[src/dhcp_offer_parser_core_macros.svh]
// Assertion macros shared by the DHCP offer parser modules.
`ifndef DHCP_OFFER_PARSER_CORE_MACROS_SVH
`define DHCP_OFFER_PARSER_CORE_MACROS_SVH
`ifndef SYNTHESIS
// Same-cycle implication, checked at every rising clock edge outside reset.
`define DOP_ASSERT_IMP(lbl, clk, rst, ante, cons, msg) \
   lbl: assert property (@(posedge clk) disable iff (rst) (ante) |-> (cons)) else $error(msg);
// Next-cycle implication, checked at every rising clock edge outside reset.
`define DOP_ASSERT_NXT(lbl, clk, rst, ante, cons, msg) \
   lbl: assert property (@(posedge clk) disable iff (rst) (ante) |=> (cons)) else $error(msg);
`else
`define DOP_ASSERT_IMP(lbl, clk, rst, ante, cons, msg)
`define DOP_ASSERT_NXT(lbl, clk, rst, ante, cons, msg)
`endif
`endif

[src/dop_pkg.sv]
// Types and constants shared by the DHCP offer parser modules.
`default_nettype none
package dop_pkg;
   localparam int OFFSET_W = 11;

   localparam logic [OFFSET_W-1:0] OPT_START    = 11'd240;
   localparam logic [31:0]         COOKIE_VALUE = 32'h63825363;
   localparam logic [7:0]          OPT_END_CODE = 8'd255;
   localparam logic [7:0]          OPT_PAD_CODE = 8'd0;
   localparam logic [7:0]          OPT_SUBNET   = 8'd1;
   localparam logic [7:0]          OPT_ROUTER   = 8'd3;
   localparam logic [7:0]          OP_REPLY     = 8'd2;

   localparam logic [1:0] REASON_OK         = 2'd0;
   localparam logic [1:0] REASON_TOO_SHORT  = 2'd1;
   localparam logic [1:0] REASON_NOT_REPLY  = 2'd2;
   localparam logic [1:0] REASON_BAD_COOKIE = 2'd3;

   localparam int QUEUE_DEPTH = 4;
   localparam int QUEUE_PTR_W = 2;
   localparam int QUEUE_CNT_W = 3;

   // Where in the message a byte sits.
   typedef struct packed {
      logic is_op;
      logic is_addr;
      logic is_cookie;
      logic is_opt;
   } dop_class_type;

   // One classified byte as it travels from the front end to the parser.
   typedef struct packed {
      logic [7:0]          data_byte;
      logic                last_byte;
      dop_class_type       cls;
      logic [OFFSET_W-1:0] length;
   } dop_entry_type;
endpackage
`default_nettype wire

[src/dop_ifs.sv]
// Handshake channel interfaces of the DHCP offer parser.
`default_nettype none
interface dop_req_if;
   logic       valid;
   logic       ready;
   logic [7:0] data_byte;
   logic       last_byte;
   modport source(output valid, data_byte, last_byte, input ready);
   modport sink(input valid, data_byte, last_byte, output ready);
endinterface

interface dop_rsp_if;
   logic        valid;
   logic        ready;
   logic        accepted;
   logic [1:0]  reject_reason;
   logic [31:0] offered_ip;
   logic [31:0] subnet_mask;
   logic        subnet_valid;
   logic [31:0] router_addr;
   logic        router_valid;
   modport source(output valid, accepted, reject_reason, offered_ip, subnet_mask,
                  subnet_valid, router_addr, router_valid, input ready);
   modport sink(input valid, accepted, reject_reason, offered_ip, subnet_mask,
                subnet_valid, router_addr, router_valid, output ready);
endinterface

interface dop_csr_if;
   logic        valid;
   logic        ready;
   logic [10:0] wdata;
   modport source(output valid, wdata, input ready);
   modport sink(input valid, wdata, output ready);
endinterface
`default_nettype wire

[src/dop_front.sv]
// Front end: counts byte offsets and classifies each accepted byte.
`default_nettype none
module dop_front #(
   parameter int OPTION_AREA_BYTES = 312,
   parameter int MAX_FRAME_BYTES   = 1500
) (
   input  wire logic           clock,
   input  wire logic           reset,
   dop_req_if.sink             req,
   output dop_pkg::dop_entry_type push_entry,
   output logic                push_valid,
   input  wire logic           push_ready
);
   localparam logic [dop_pkg::OFFSET_W-1:0] MAX_LEN =
      dop_pkg::OFFSET_W'(MAX_FRAME_BYTES);
   localparam logic [dop_pkg::OFFSET_W-1:0] OPT_LIMIT =
      dop_pkg::OFFSET_W'(240 + OPTION_AREA_BYTES);

   logic [dop_pkg::OFFSET_W-1:0] offset_ff, offset_in;
   logic                         counted;

   assign req.ready  = push_ready;
   assign push_valid = req.valid;
   assign counted    = offset_ff < MAX_LEN;

   always_comb begin
      push_entry.data_byte     = req.data_byte;
      push_entry.last_byte     = req.last_byte;
      push_entry.cls.is_op     = counted && (offset_ff == '0);
      push_entry.cls.is_addr   = counted && (offset_ff >= 11'd16) && (offset_ff <= 11'd19);
      push_entry.cls.is_cookie = counted && (offset_ff >= 11'd236) && (offset_ff <= 11'd239);
      push_entry.cls.is_opt    = counted && (offset_ff >= dop_pkg::OPT_START) &&
                                 (offset_ff < OPT_LIMIT);
      // Offset saturates at the largest frame; this is the length so far.
      push_entry.length        = counted ? offset_ff + 11'd1 : offset_ff;
   end

   always_comb begin
      offset_in = offset_ff;
      if (req.valid && push_ready) begin
         offset_in = req.last_byte ? '0 : push_entry.length;
      end
   end

   always_ff @(posedge clock) begin
      if (reset) begin
         offset_ff <= '0;
      end else begin
         offset_ff <= offset_in;
      end
   end
endmodule
`default_nettype wire

[src/dop_queue.sv]
// Short queue of classified bytes between the front end and the parser.
`default_nettype none
`include "dhcp_offer_parser_core_macros.svh"
module dop_queue (
   input  wire logic                   clock,
   input  wire logic                   reset,
   input  wire dop_pkg::dop_entry_type push_entry,
   input  wire logic                   push_valid,
   output logic                        push_ready,
   output dop_pkg::dop_entry_type      pop_entry,
   output logic                        pop_valid,
   input  wire logic                   pop_ready
);
   dop_pkg::dop_entry_type slot_ff [dop_pkg::QUEUE_DEPTH];
   logic [dop_pkg::QUEUE_PTR_W-1:0] wr_ptr_ff, wr_ptr_in, rd_ptr_ff, rd_ptr_in;
   logic [dop_pkg::QUEUE_CNT_W-1:0] count_ff, count_in;
   logic push, pop;

   assign push_ready = count_ff != dop_pkg::QUEUE_CNT_W'(dop_pkg::QUEUE_DEPTH);
   assign pop_valid  = count_ff != '0;
   assign pop_entry  = slot_ff[rd_ptr_ff];
   assign push       = push_valid && push_ready;
   assign pop        = pop_valid && pop_ready;

   always_comb begin
      wr_ptr_in = push ? wr_ptr_ff + 1'b1 : wr_ptr_ff;
      rd_ptr_in = pop ? rd_ptr_ff + 1'b1 : rd_ptr_ff;
      count_in  = count_ff;
      if (push && !pop) begin
         count_in = count_ff + 1'b1;
      end else if (pop && !push) begin
         count_in = count_ff - 1'b1;
      end
   end

   always_ff @(posedge clock) begin
      if (reset) begin
         wr_ptr_ff <= '0;
         rd_ptr_ff <= '0;
         count_ff  <= '0;
      end else begin
         wr_ptr_ff <= wr_ptr_in;
         rd_ptr_ff <= rd_ptr_in;
         count_ff  <= count_in;
      end
   end

   always_ff @(posedge clock) begin
      if (push) begin
         slot_ff[wr_ptr_ff] <= push_entry;
      end
   end

   `DOP_ASSERT_IMP(a_count_bound, clock, reset, 1'b1,
      count_ff <= dop_pkg::QUEUE_CNT_W'(dop_pkg::QUEUE_DEPTH), "queue count overflow")
   `DOP_ASSERT_IMP(a_ptr_track, clock, reset, 1'b1,
      (wr_ptr_ff - rd_ptr_ff) == count_ff[dop_pkg::QUEUE_PTR_W-1:0],
      "queue pointers disagree with count")
   `DOP_ASSERT_IMP(a_empty_no_pop, clock, reset, count_ff == '0, !pop,
      "pop from an empty queue")
endmodule
`default_nettype wire

[src/dop_back.sv]
// Parser back end: walks header and options and registers the frame verdict.
`default_nettype none
`include "dhcp_offer_parser_core_macros.svh"
module dop_back (
   input  wire logic                   clock,
   input  wire logic                   reset,
   input  wire dop_pkg::dop_entry_type pop_entry,
   input  wire logic                   pop_valid,
   output logic                        pop_ready,
   input  wire logic [10:0]            min_len,
   dop_rsp_if.source                   rsp
);
   localparam logic [1:0] PH_TYPE  = 2'd0;
   localparam logic [1:0] PH_LEN   = 2'd1;
   localparam logic [1:0] PH_VALUE = 2'd2;

   logic        reply_ff, reply_in;
   logic [31:0] cookie_ff, cookie_in;
   logic [31:0] addr_ff, addr_in;
   logic [31:0] mask_ff, mask_in;
   logic [31:0] gw_ff, gw_in;
   logic        mask_seen_ff, mask_seen_in;
   logic        gw_seen_ff, gw_seen_in;
   logic [1:0]  phase_ff, phase_in;
   logic [7:0]  code_ff, code_in;
   logic [7:0]  remain_ff, remain_in;
   logic [2:0]  cap_ff, cap_in;
   logic        ended_ff, ended_in;

   logic        rsp_valid_ff, rsp_valid_in;
   logic        accepted_ff, accepted_in;
   logic [1:0]  reason_ff, reason_in;
   logic [31:0] ip_out_ff, ip_out_in;
   logic [31:0] mask_out_ff, mask_out_in;
   logic        mask_vld_ff, mask_vld_in;
   logic [31:0] gw_out_ff, gw_out_in;
   logic        gw_vld_ff, gw_vld_in;

   logic        pop;
   logic [7:0]  b;
   logic [2:0]  cap_next;
   logic [7:0]  remain_next;
   logic [1:0]  reason;

   // A final byte waits until the result register is free or being drained.
   assign pop_ready = !pop_entry.last_byte || !rsp_valid_ff || rsp.ready;
   assign pop       = pop_valid && pop_ready;
   assign b         = pop_entry.data_byte;
   assign cap_next  = cap_ff + 3'd1;
   assign remain_next = remain_ff - 8'd1;

   always_comb begin
      reply_in     = reply_ff;
      cookie_in    = cookie_ff;
      addr_in      = addr_ff;
      mask_in      = mask_ff;
      gw_in        = gw_ff;
      mask_seen_in = mask_seen_ff;
      gw_seen_in   = gw_seen_ff;
      phase_in     = phase_ff;
      code_in      = code_ff;
      remain_in    = remain_ff;
      cap_in       = cap_ff;
      ended_in     = ended_ff;
      if (pop) begin
         if (pop_entry.cls.is_op) begin
            reply_in = b == dop_pkg::OP_REPLY;
         end
         if (pop_entry.cls.is_addr) begin
            addr_in = {addr_ff[23:0], b};
         end
         if (pop_entry.cls.is_cookie) begin
            cookie_in = {cookie_ff[23:0], b};
         end
         if (pop_entry.cls.is_opt && !ended_ff) begin
            case (phase_ff)
               PH_TYPE: begin
                  if (b == dop_pkg::OPT_END_CODE) begin
                     ended_in = 1'b1;
                  end else if (b != dop_pkg::OPT_PAD_CODE) begin
                     code_in  = b;
                     phase_in = PH_LEN;
                  end
               end
               PH_LEN: begin
                  remain_in = b;
                  cap_in    = '0;
                  if (code_ff == dop_pkg::OPT_SUBNET) mask_seen_in = 1'b0;
                  if (code_ff == dop_pkg::OPT_ROUTER) gw_seen_in = 1'b0;
                  phase_in  = (b == 8'd0) ? PH_TYPE : PH_VALUE;
               end
               PH_VALUE: begin
                  if ((code_ff == dop_pkg::OPT_SUBNET || code_ff == dop_pkg::OPT_ROUTER) &&
                      cap_ff < 3'd4) begin
                     if (code_ff == dop_pkg::OPT_SUBNET) begin
                        mask_in = {mask_ff[23:0], b};
                        if (cap_next == 3'd4) mask_seen_in = 1'b1;
                     end else begin
                        gw_in = {gw_ff[23:0], b};
                        if (cap_next == 3'd4) gw_seen_in = 1'b1;
                     end
                     cap_in = cap_next;
                  end
                  remain_in = remain_next;
                  if (remain_next == 8'd0) phase_in = PH_TYPE;
               end
               default: begin
                  phase_in = PH_TYPE;
               end
            endcase
         end
      end
   end

   // Verdict from the state as updated by the final byte.
   always_comb begin
      if (pop_entry.length < min_len) begin
         reason = dop_pkg::REASON_TOO_SHORT;
      end else if (!reply_in) begin
         reason = dop_pkg::REASON_NOT_REPLY;
      end else if (pop_entry.length < dop_pkg::OPT_START ||
                   cookie_in != dop_pkg::COOKIE_VALUE) begin
         reason = dop_pkg::REASON_BAD_COOKIE;
      end else begin
         reason = dop_pkg::REASON_OK;
      end
   end

   always_comb begin
      rsp_valid_in = rsp_valid_ff && !rsp.ready;
      accepted_in  = accepted_ff;
      reason_in    = reason_ff;
      ip_out_in    = ip_out_ff;
      mask_out_in  = mask_out_ff;
      mask_vld_in  = mask_vld_ff;
      gw_out_in    = gw_out_ff;
      gw_vld_in    = gw_vld_ff;
      if (pop && pop_entry.last_byte) begin
         rsp_valid_in = 1'b1;
         accepted_in  = reason == dop_pkg::REASON_OK;
         reason_in    = reason;
         if (reason == dop_pkg::REASON_OK) begin
            ip_out_in   = addr_in;
            mask_out_in = mask_seen_in ? mask_in : '0;
            mask_vld_in = mask_seen_in;
            gw_out_in   = gw_seen_in ? gw_in : '0;
            gw_vld_in   = gw_seen_in;
         end else begin
            ip_out_in   = '0;
            mask_out_in = '0;
            mask_vld_in = 1'b0;
            gw_out_in   = '0;
            gw_vld_in   = 1'b0;
         end
      end
   end

   always_ff @(posedge clock) begin
      if (reset || (pop && pop_entry.last_byte)) begin
         reply_ff     <= 1'b0;
         cookie_ff    <= '0;
         addr_ff      <= '0;
         mask_ff      <= '0;
         gw_ff        <= '0;
         mask_seen_ff <= 1'b0;
         gw_seen_ff   <= 1'b0;
         phase_ff     <= PH_TYPE;
         code_ff      <= '0;
         remain_ff    <= '0;
         cap_ff       <= '0;
         ended_ff     <= 1'b0;
      end else begin
         reply_ff     <= reply_in;
         cookie_ff    <= cookie_in;
         addr_ff      <= addr_in;
         mask_ff      <= mask_in;
         gw_ff        <= gw_in;
         mask_seen_ff <= mask_seen_in;
         gw_seen_ff   <= gw_seen_in;
         phase_ff     <= phase_in;
         code_ff      <= code_in;
         remain_ff    <= remain_in;
         cap_ff       <= cap_in;
         ended_ff     <= ended_in;
      end
   end

   always_ff @(posedge clock) begin
      if (reset) begin
         rsp_valid_ff <= 1'b0;
      end else begin
         rsp_valid_ff <= rsp_valid_in;
      end
   end

   always_ff @(posedge clock) begin
      accepted_ff <= accepted_in;
      reason_ff   <= reason_in;
      ip_out_ff   <= ip_out_in;
      mask_out_ff <= mask_out_in;
      mask_vld_ff <= mask_vld_in;
      gw_out_ff   <= gw_out_in;
      gw_vld_ff   <= gw_vld_in;
   end

   assign rsp.valid         = rsp_valid_ff;
   assign rsp.accepted      = accepted_ff;
   assign rsp.reject_reason = reason_ff;
   assign rsp.offered_ip    = ip_out_ff;
   assign rsp.subnet_mask   = mask_out_ff;
   assign rsp.subnet_valid  = mask_vld_ff;
   assign rsp.router_addr   = gw_out_ff;
   assign rsp.router_valid  = gw_vld_ff;

   `DOP_ASSERT_IMP(a_verdict, clock, reset, rsp_valid_ff,
      accepted_ff == (reason_ff == dop_pkg::REASON_OK), "verdict and reason disagree")
   `DOP_ASSERT_IMP(a_reject_zero, clock, reset, rsp_valid_ff && !accepted_ff,
      ip_out_ff == '0 && !mask_vld_ff && !gw_vld_ff, "rejected item carries data")
   `DOP_ASSERT_NXT(a_last_clears, clock, reset, pop && pop_entry.last_byte,
      cap_ff == '0 && !ended_ff && phase_ff == PH_TYPE, "frame state not cleared")
endmodule
`default_nettype wire

[src/dhcp_offer_parser_core.sv]
// Top level of the DHCP offer parser: front end, byte queue, parser and length register.
// Throughput: one message byte per cycle, sustained while results are taken.
// The final byte is written into the byte queue; the verdict formed when it leaves the queue
// is held in the result register, from which the result item is taken.
// A held result stalls the parser only at the next final byte; four bytes then fill the queue.
// Reset is synchronous and active high; it clears all frame state and sets the minimum length to 552.
`default_nettype none
module dhcp_offer_parser_core #(
   parameter int OPTION_AREA_BYTES = 312,
   parameter int MAX_FRAME_BYTES   = 1500
) (
   input wire logic clock,
   input wire logic reset,
   dop_req_if.sink   req,
   dop_rsp_if.source rsp,
   dop_csr_if.sink   csr
);
   // The minimum frame length register. The user must see that it is written only between frames,
   // so the parser compares against it directly; the block itself leaves this unenforced.
   logic [10:0] min_len_ff, min_len_in;

   // Classified bytes flow from the front end through the queue.
   dop_pkg::dop_entry_type push_entry, pop_entry;
   logic push_valid, push_ready, pop_valid, pop_ready;

   assign csr.ready  = 1'b1;
   assign min_len_in = csr.valid ? csr.wdata : min_len_ff;

   always_ff @(posedge clock) begin
      if (reset) begin
         min_len_ff <= 11'd552;
      end else begin
         min_len_ff <= min_len_in;
      end
   end

   // The front end tracks the byte offset, which saturates at the largest
   // frame, and tags each byte with the header field or option area it hits.
   dop_front #(
      .OPTION_AREA_BYTES(OPTION_AREA_BYTES),
      .MAX_FRAME_BYTES  (MAX_FRAME_BYTES)
   ) u_front (
      .clock     (clock),
      .reset     (reset),
      .req       (req),
      .push_entry(push_entry),
      .push_valid(push_valid),
      .push_ready(push_ready)
   );

   // The queue lets the front end keep taking bytes while a result is held.
   dop_queue u_queue (
      .clock     (clock),
      .reset     (reset),
      .push_entry(push_entry),
      .push_valid(push_valid),
      .push_ready(push_ready),
      .pop_entry (pop_entry),
      .pop_valid (pop_valid),
      .pop_ready (pop_ready)
   );

   // The parser walks the option records and registers one result per frame.
   dop_back u_back (
      .clock    (clock),
      .reset    (reset),
      .pop_entry(pop_entry),
      .pop_valid(pop_valid),
      .pop_ready(pop_ready),
      .min_len  (min_len_ff),
      .rsp      (rsp)
   );
endmodule
`default_nettype wire

[src/flat_wrapper.sv]
// flat-port wrapper written by rule: the top's interface ports become plain ports
module dhcp_offer_parser_core_flat 
#(
   parameter int OPTION_AREA_BYTES = 312,
   parameter int MAX_FRAME_BYTES   = 1500
)
  (clock, reset, req_valid, req_data_byte, req_last_byte, req_ready, rsp_valid, rsp_accepted, rsp_reject_reason, rsp_offered_ip, rsp_subnet_mask, rsp_subnet_valid, rsp_router_addr, rsp_router_valid, rsp_ready, csr_valid, csr_wdata, csr_ready);
  dop_req_if req_i ();
  dop_rsp_if rsp_i ();
  dop_csr_if csr_i ();
  input wire logic clock;
  input wire logic reset;
  input wire logic [$bits(req_i.valid)-1:0] req_valid;
  input wire logic [$bits(req_i.data_byte)-1:0] req_data_byte;
  input wire logic [$bits(req_i.last_byte)-1:0] req_last_byte;
  output wire logic [$bits(req_i.ready)-1:0] req_ready;
  output wire logic [$bits(rsp_i.valid)-1:0] rsp_valid;
  output wire logic [$bits(rsp_i.accepted)-1:0] rsp_accepted;
  output wire logic [$bits(rsp_i.reject_reason)-1:0] rsp_reject_reason;
  output wire logic [$bits(rsp_i.offered_ip)-1:0] rsp_offered_ip;
  output wire logic [$bits(rsp_i.subnet_mask)-1:0] rsp_subnet_mask;
  output wire logic [$bits(rsp_i.subnet_valid)-1:0] rsp_subnet_valid;
  output wire logic [$bits(rsp_i.router_addr)-1:0] rsp_router_addr;
  output wire logic [$bits(rsp_i.router_valid)-1:0] rsp_router_valid;
  input wire logic [$bits(rsp_i.ready)-1:0] rsp_ready;
  input wire logic [$bits(csr_i.valid)-1:0] csr_valid;
  input wire logic [$bits(csr_i.wdata)-1:0] csr_wdata;
  output wire logic [$bits(csr_i.ready)-1:0] csr_ready;
  assign req_i.valid = req_valid;
  assign req_i.data_byte = req_data_byte;
  assign req_i.last_byte = req_last_byte;
  assign req_ready = req_i.ready;
  assign rsp_valid = rsp_i.valid;
  assign rsp_accepted = rsp_i.accepted;
  assign rsp_reject_reason = rsp_i.reject_reason;
  assign rsp_offered_ip = rsp_i.offered_ip;
  assign rsp_subnet_mask = rsp_i.subnet_mask;
  assign rsp_subnet_valid = rsp_i.subnet_valid;
  assign rsp_router_addr = rsp_i.router_addr;
  assign rsp_router_valid = rsp_i.router_valid;
  assign rsp_i.ready = rsp_ready;
  assign csr_i.valid = csr_valid;
  assign csr_i.wdata = csr_wdata;
  assign csr_ready = csr_i.ready;
  dhcp_offer_parser_core #(.OPTION_AREA_BYTES(OPTION_AREA_BYTES), .MAX_FRAME_BYTES(MAX_FRAME_BYTES)) u_core (.clock(clock), .reset(reset), .req(req_i), .rsp(rsp_i), .csr(csr_i));
endmodule
[config.mk]
export PLATFORM = sky130hd
export DESIGN_NAME = dhcp_offer_parser_core_flat
export DESIGN_NICKNAME = d
export VERILOG_FILES = /design/src/dop_pkg.sv /design/src/dop_ifs.sv /design/src/dop_front.sv /design/src/dop_queue.sv /design/src/dop_back.sv /design/src/dhcp_offer_parser_core.sv /design/src/flat_wrapper.sv
export VERILOG_INCLUDE_DIRS = /design/src /design/src/src
export SDC_FILE = /design/constraint.sdc
export NUM_CORES = 1
export LEC_CHECK = 0
export BUFFER_PORTS_ARGS = -buffer_cell sky130_fd_sc_hd__buf_2
export CELL_PAD_IN_SITES_DETAIL_PLACEMENT = 1
export CELL_PAD_IN_SITES_GLOBAL_PLACEMENT = 2
export CORE_MARGIN = 4
export CORE_UTILIZATION = 37
export CTS_CLUSTER_SIZE = 16
export DETAILED_ROUTE_END_ITERATION = 10
export GPL_TIMING_DRIVEN = 1
export HOLD_SLACK_MARGIN = 0.02
export PLACE_DENSITY_LB_ADDON = 0.1
export SYNTH_ARGS = -nofsm -noshare
export SYNTH_HDL_FRONTEND = slang
export SYNTH_SLANG_ARGS = --single-unit
[constraint.sdc]
create_clock -name clock -period 4.1 [get_ports clock]
set_input_delay 0.205 -clock clock [delete_from_list [all_inputs] [get_ports clock]]
set_output_delay 0.205 -clock clock [all_outputs]
set_load 0.05 [all_outputs]
## Word level (Yosys, flattened, before mapping)

Memories as Yosys holds them, arrays and structs flattened. A register that Yosys moved wholly into a read port is not among the register bits.
Cells that the tools add are included.

- Register bits: 284
- Memory bits (writable): 96
- Bits of input ports: 25
- Output and inout bits: 104
- Logic and storage cells: 149
- Memories: 1

Memories:

| memory | words | width | rd ports | clocked after Yosys merged registers in | wr ports | RTL line | source |
|---|---|---|---|---|---|---|---|
| u_core.u_queue.slot_ff | 4 | 24 | 1 | 1 | 1 | dop_queue.sv:14 | `dop_pkg::dop_entry_type slot_ff [dop_pkg::QUEUE_DEPTH];` |

- Add/subtract/negate cells: 7
- Order comparisons: 10
- Eq/ne operators: 13
- Multiplexer cells: 50
- Bitwise gates (word level): 1
- Reduce and logical (&&, ||, !) cells: 42

Operators by type and width:

| cell | count |
|---|---|
| 2-to-1 mux 32 bit | 14 |
| != test 32 x 31 -> 1 bit (second input constant) | 1 |
| >= comparator 11 x 8 -> 1 bit (second input constant) | 2 |
| 2-to-1 mux 11 bit | 2 |
| 2-to-1 mux 2 bit | 9 |
| 2-to-1 mux 1 bit | 17 |
| == test 8 x 2 -> 1 bit (second input constant) | 2 |
| logical NOT 8 bit | 2 |
| case mux 8 bit (2 select lines) | 1 |
| logical AND 1 bit | 15 |
| adder 11 x 1 -> 11 bit (second input constant) | 1 |
| >= comparator 11 x 5 -> 1 bit (second input constant) | 1 |
| <= comparator 11 x 5 -> 1 bit (second input constant) | 1 |
| <= comparator 11 x 8 -> 1 bit (second input constant) | 1 |
| logical NOT 11 bit | 1 |
| less-than comparator 11 x 10 -> 1 bit (second input constant) | 1 |
| less-than comparator 11 bit | 1 |
| less-than comparator 11 bit (second input constant) | 1 |
| less-than comparator 11 x 8 -> 1 bit (second input constant) | 1 |
| AND reduction 5 bit | 2 |
| 2-to-1 mux 3 bit | 3 |
| == test 8 x 1 -> 1 bit (second input constant) | 1 |
| == test 8 bit (second input constant) | 1 |
| != test 2 bit (second input constant) | 4 |
| other kinds (22) | 38 |

## Depth between registers and ports, before layout

Gate-level depths: netlist of the first run.

- Depth in word-level cells: 12
- Mapped depth: 13
- Depth with buffers taken out: 10

## Cells and area by module

From an unflattened synthesis of the first run, not the netlist that was laid out.

- Cell total of the unflattened synthesis: 1267
- Area, all modules: 15582.4 µm²

By module, submodules not included:

| module | instances | cells each | area an instance (µm²) | seq. area each (µm²) |
|---|---|---|---|---|
| dop_back | 1 | 925 | 10141.0 | 6115.9 |
| dop_queue | 1 | 174 | 3981.3 | 3062.9 |
| dop_front | 1 | 131 | 1054.8 | 220.2 |
| dhcp_offer_parser_core | 1 | 37 | 405.4 | 220.2 |

## Least setup slack after synthesis of the first run

No wires, ideal clock.

- Path kind: register to register
- Start: register with a tool-made name
- End: register u_core.u_back.cap_ff[1]
- Setup time: 118 ps
- Data arrival time: 4122 ps
- Data required time: 3982 ps
- Setup slack: -139 ps
- Stages on the path, launching flop included: 8
- Path buffers: 1
- Period minus slack after synthesis: 4239 ps
- Cell sequence: dfxtp_1 > buf_2 > mux2_2 > o2bb2ai_1 > nor2_2 > and2_1 > nor2_1 > a32o_1

RTL lines:

| what | RTL line | source |
|---|---|---|
| to (signal assigned) | dop_back.sv:183 | `cap_ff <= cap_in;` |
| to (decl) | dop_back.sv:27 | `logic [2:0] cap_ff, cap_in;` |

==> results.toml, run 1 <==
[die]
die-area_sq_mm = 0.04592
start_util_pct = 37.45
core_area_sq_mm = 0.04204
io_pins = 129
dieWidth_um = 214.3
std_cell_rows = 75
die_y_um = 214.3

[sta]
max-slew-margin-rel_pct = 20.02
hold_viol_final = 0
slew_viol_final = 0
finalSetupViolations = 0
max_freq_ghz = 0.2843
fin_crit_sh_pct = 85.80
fin_skew_ns = 0.01422
rsz0062_at_grt = "no"
worst_hold_slack_ns = 0.04711
post-route-min-period_ns = 3.518
setup_tns_ns = 0
tightest_slew_ns = 1.190

[yosys]
synth_cells = 1237
ys_warn_count = 0
syn_nets = 1287
avgSynthCellArea_sq_um = 12.73
synth_area_sq_mm = 0.01574
synthFlopType = "edfxtp_1"
yosysSeqAreaShare_pct = 61.10
yosysTopAreaCell = "edfxtp_1"
yosys-top-cells-area = "edfxtp_1 38%, dfxtp_1 24%, mux2i_1 9.7%"
yosys_register_bits = 382
synth_edf_count = 197
yosysTopAreaCellShare_pct = 37.57
ys_types = 65
async_flop_share_pct = 0

[power]
power.density_mw_per_mm2 = 704.8
p_total_w = 0.01309
vdd_ir_drop_max_v = 0.0003610
p_leak_nw = 6.285

[critical_path]
cp.arrival_ns = 3.89
slowest_delay_ns = 0.57
path_class = "reg2reg"
start_kind = "flip-flop"
required_ns = 4.48
crit_chain = "buf_12, mux4_2, ha_1, nand4_1, nand2b_1, nor3_1, or3_1, nand3_4, buf_12, nor4_2"
crit_top_cell = "buf_12"
end_kind = "flip-flop"
critPathTopFamily = "simple AND/OR/NAND/NOR gates"
crit_buf_inv = 2
slowest_stage = "mux4_2"
cp_max_fo = 32

[placed_design]
gp_routability_congestion = 0.7472
dp_hpwl_mm = 25.09
portBuffers = 127

[cells_and_area]
layout_common_cells = "197 x edfxtp_1, 185 x dfxtp_1, 183 x nor2_1"
final_nets = 1420
area_growth_pct = 17.94
diodes = 0
drive_above_1_share_pct = 22.78
fillCellCount = 4408
final_common_cell = "edfxtp_1"

[drt]
top_layer_used = "met4"
drtIter0Drc = 463
route.detailed.drc = 0
routedWlPerCell_um = 19.70
firstDrtPassIters = 5
antenna_left = 0
wl_met2_mm = 18.35
routed_wl_mm = 38.30
wl_met3_mm = 1.376
wl_met1_mm = 17.93
via_count = 10047
viasPerCell = 5.168

[clocking]
worstSkewPairLatency_ns = 0.56
cts.sinks = 382
path_clk_slew_ns = 0.06
cts-root-buf = "clkbuf_16"
cts_buffer_depth = 3
cts-buffers-inserted = 44
cts_tree = "done"
htreeDepth = 2

[grt]
grt_usage_pct = 16.61
grt_pass1_wl_mm = 61.13
grt_max_degree = 101
antenna_found_initial = 0
grt_pass1_vias = 10362
grt-ovfl-total = 0

[outcome]
status = "complete, no violations"

[hold_path]
hold_class = "in2reg"

[job]
max_cap_viol_count = 0
-- state kept, by name, summed over array words and instances (netlist names), 8 cells and up, named ones only --
register	cells
u_core.min_len_ff	11
u_core.u_back.addr_ff	32
u_core.u_back.code_ff	8
u_core.u_back.cookie_ff	32
u_core.u_back.gw_ff	32
u_core.u_back.mask_ff	32
u_core.u_back.remain_ff	8
u_core.u_back.rsp.offered_ip	32
u_core.u_back.rsp.router_addr	32
u_core.u_back.rsp.subnet_mask	32
u_core.u_front.offset_ff	11
u_core.u_queue.slot_ff	96
-- synthesized netlist by cell type (15+ instances only) --
cell type	number
buf_2	27
dfxtp_1	185
nor2_1	183
clkbuf_1	48
a21oi_1	24
nand2_1	39
inv_1	25
mux4_2	21
edfxtp_1	197
nor4_1	15
o21ai_0	31
nor4_2	56
mux2i_1	153
nor3_1	51
ha_1	24
-- final timing paths --
kind	startpoint	to	slack (ns)	depth (start not counted)
worst max-delay path	flip-flop	u_core.u_back.rsp.router_addr[29]$_SDFFCE_PN0P_	0.58	10
worst min-delay path	rsp_ready	u_core.u_back.rsp.valid$_SDFF_PP0_	0.05	4
worst max register to register	flip-flop	u_core.u_back.rsp.router_addr[29]$_SDFFCE_PN0P_	0.58	10
worst min register to register	u_core.u_back.cookie_ff[25]$_SDFF_PP0_	u_core.u_back.cookie_ff[25]$_SDFF_PP0_	0.49	2
-- what timing repair did --
| item | in CTS | in global routing |
|---|---|---|
| hold buffers | 19 | 0 |
| hold endpoints to repair | 43 | 0 |
| buffers inserted | 0 | 0 |
| gates resized for setup | 0 | 0 |
-- where the power goes --
group	leakage [nW]	internal [W]	total, W	switching [W]
sequential	3.31	0.00479	0.00504	0.000251
combinational	2.28	0.00106	0.00429	0.00323
clock	0.692	0.00222	0.00375	0.00154
total	6.28	0.00807	0.0131	0.00502
-- cell families (layout without fill, tap and decap cells) --
group	after synthesis	after routing	synth area share, %
AO/OA/AOI/OAI	100	100	4.021
XOR/XNOR	15	15	0.8345
adder cells (fa/ha/maj)	25	25	2.035
buffers and inverters	115	283	3.457
flip-flops	382	382	61.10
multiplexers	179	179	13.09
other	1	1	0.02382
AND/OR/NAND/NOR	420	420	15.44
-- worst reg2reg max path: stages (launching register included) --
cell and delay (ns):
dfxtp_1 0.35, buf_12 0.25, mux4_2 0.58, ha_1 0.32
nand4_1 0.12, nand2b_1 0.17, nor3_1 0.23, or3_1 0.29
nand3_4 0.38, buf_12 0.35, nor4_2 0.30
-- layout make-up --
type,count,area (sq um),share of cell area [%]
clock buffer,62,1265,6.813
clock inverter,19,130.1,0.7008
inverter,26,97.59,0.5256
multi-input combinational,740,5643,30.39
sequential,382,9619,51.81
tap,539,674.4,3.632
timing repair buffer,176,1139,6.132
-- through the flow --
step | std cells | area (sq um) | setup WS (ns) | util, %
floorplan | 1237 | 15750 | 0.6372 | -
global placement | 1844 | 16980 | 0.5744 | 40.40
detailed placement | 1844 | 16980 | 0.5563 | 40.40
CTS | 1944 | 18570 | 0.5325 | 44.17
global route | 1944 | 18570 | 0.2597 | 44.17
finish | 1944 | 18570 | 0.5823 | 44.17
-- metal layers --
layer	global-route usage, %	vias up
li1	-	4822
met4	3.912	0
met2	27.54	162
met5	0	-
met1	22.64	5019
met3	3.316	44
No activity file was read; power rests on OpenSTA's default activity.
==> run 2: changes to the inputs <==
Settings changed: CORE_UTILIZATION 37 to 39, CTS_BUF_LIST from default to sky130_fd_sc_hd__clkbuf_4 sky130_fd_sc_hd__clkbuf_8.
==> run 2 against run 1 <==
Effect of this change:
- first-iteration DRC count fell by 14%
- register-to-register slack better by 0.02 ns
- hold slack better by 0.019 ns
- critical path type unchanged
- largest power group unchanged
- total power decreased by 1.3%
- maximum frequency increased by 0.49%
==> results.toml, run 2 (synthesis gave the netlist of run 1 again) <==
[die]
core_area_sq_mm = 0.03982
io_pins = 129
dieWidth_um = 208.9
die-area_sq_mm = 0.04365
die_y_um = 208.9
std_cell_rows = 73
start_util_pct = 39.53

[hold_path]
holdCritStartpoint = "csr_valid"
hold_class = "in2reg"
hold_path_depth = 3

[drt]
drtIter0Drc = 399
via_count = 10157
firstDrtPassIters = 4
viasPerCell = 5.143
route.detailed.drc = 0
routedWlPerCell_um = 19.58
routed_wl_mm = 38.67
antenna_left = 0

[sta]
tightest_slew_ns = 1.069
hold_viol_final = 0
rsz0062_at_grt = "no"
max_freq_ghz = 0.2857
finalSetupViolations = 0
slew_viol_final = 0
setup_tns_ns = 0
fin_skew_ns = 0.02620
post-route-min-period_ns = 3.501
max-slew-margin-rel_pct = 28.28
fin_crit_sh_pct = 85.38

[power]
p_comb_share_pct = 33.4
vdd_ir_drop_max_v = 0.0003064
p_int_w = 0.007899
power.density_mw_per_mm2 = 695.1
p_leak_nw = 6.357
seq_power_share_pct = 39.1
p_sw_share_pct = 38.87
clkPwrFrac_pct = 27.5
p_total_w = 0.01292
p_sw_w = 0.005022

[clocking]
path_clk_slew_ns = 0.06
worstSkewPairLatency_ns = 0.60
cts_buffer_depth = 3
cts-buffers-inserted = 68
cts-root-buf = "clkbuf_8"
cts.sinks = 382
cts_tree = "done"
htreeDepth = 3
cts_setup_buffers = 0

[critical_path]
path_class = "reg2reg"
rr_worst_depth = 10
end_kind = "flip-flop"
required_ns = 4.50
cp_max_fo = 32
cp.arrival_ns = 3.90
start_kind = "flip-flop"

[outcome]
status = "complete, no violations"

[cells_and_area]
drive_above_1_share_pct = 25.79
diodes = 0
final_nets = 1451
regMostFlops = "u_core.u_queue.slot_ff"
fin_cells = 1975
area_growth_pct = 18.08
final_common_cell = "edfxtp_1"
largest_reg_flops = 96
layout_common_cells = "197 x edfxtp_1, 185 x dfxtp_1, 183 x nor2_1"

[grt]
grt_pass1_wl_mm = 60.92
grt_max_degree = 101
antenna_found_initial = 0
grt-ovfl-total = 0
grt_pass1_vias = 10545
grt_usage_pct = 17.44

[placed_design]
gp_routability_congestion = 0.7586
dp_cells = 1834
portBuffers = 127
dp_hpwl_mm = 25.54

[job]
max_cap_viol_count = 0
run 2: metrics by stage:
step | hold slack, ns | util, % | cell area [sq um] | setup WS, ns
final | 0.06648 | 46.68 | 18590 | 0.5993
after global routing | 0.04675 | 46.68 | 18590 | 0.2933
after CTS | 0.02265 | 46.68 | 18590 | 0.4800
after detailed placement | 0.4320 | 42.68 | 17000 | 0.4773
after global placement | 0.4202 | 42.68 | 17000 | 0.5285
after floorplan | 0.3039 | - | 15750 | 0.6372
run 2: timing repair:
item / 4_1_cts / 5_1_grt
resized for setup: 0 / 0
hold buffers: 22 / 0
hold endpoints to repair: 48 / 0
run 2: worst paths after layout:
path,slack [ns],to
min reg2reg,0.49,u_core.u_back.addr_ff[25]$_SDFF_PP0_
min,0.07,u_core.min_len_ff[3]$_SDFFE_PP1P_
max reg2reg,0.60,u_core.u_back.rsp.subnet_mask[12]$_SDFFCE_PN0P_
max,0.60,u_core.u_back.rsp.subnet_mask[12]$_SDFFCE_PN0P_
run 2: layout make-up:
type                    instances  area (sq um)
well taps                     525         656.9
multi-input cells             740          5643
flip-flops and latches        382          9619
inverters                      26         97.59
clock inverters                17         108.9
fillers                      4158         21230
clock buffers                 102          1266
repair buffers                183          1199
run 2: power groups by stage:
stage               Combinational, W  Clock, W  Sequential, W
floorplan                    0.00158         0        0.00666
global placement             0.00435         0        0.00513
detailed placement           0.00438         0        0.00515
CTS                          0.00441   0.00368        0.00507
global route                 0.00459   0.00386        0.00512
finish                       0.00432   0.00355        0.00505
run 2: layer usage:
metal,share of wire (%),GRT usage (%)
met2,47,28.03
met1,48,24.19
met3,3.4,3.573
met5,0,0
met4,1.9,4.905
run 2: critical path, stage by stage (launching register included):
cell and delay, ns:
dfxtp_1 0.32, buf_4 0.26, mux4_2 0.59, ha_1 0.32, nand4_1 0.12, nand2b_1 0.17, nor3_1 0.23, or3_1 0.27
nand3_4 0.36, buf_12 0.34, nor4_2 0.29
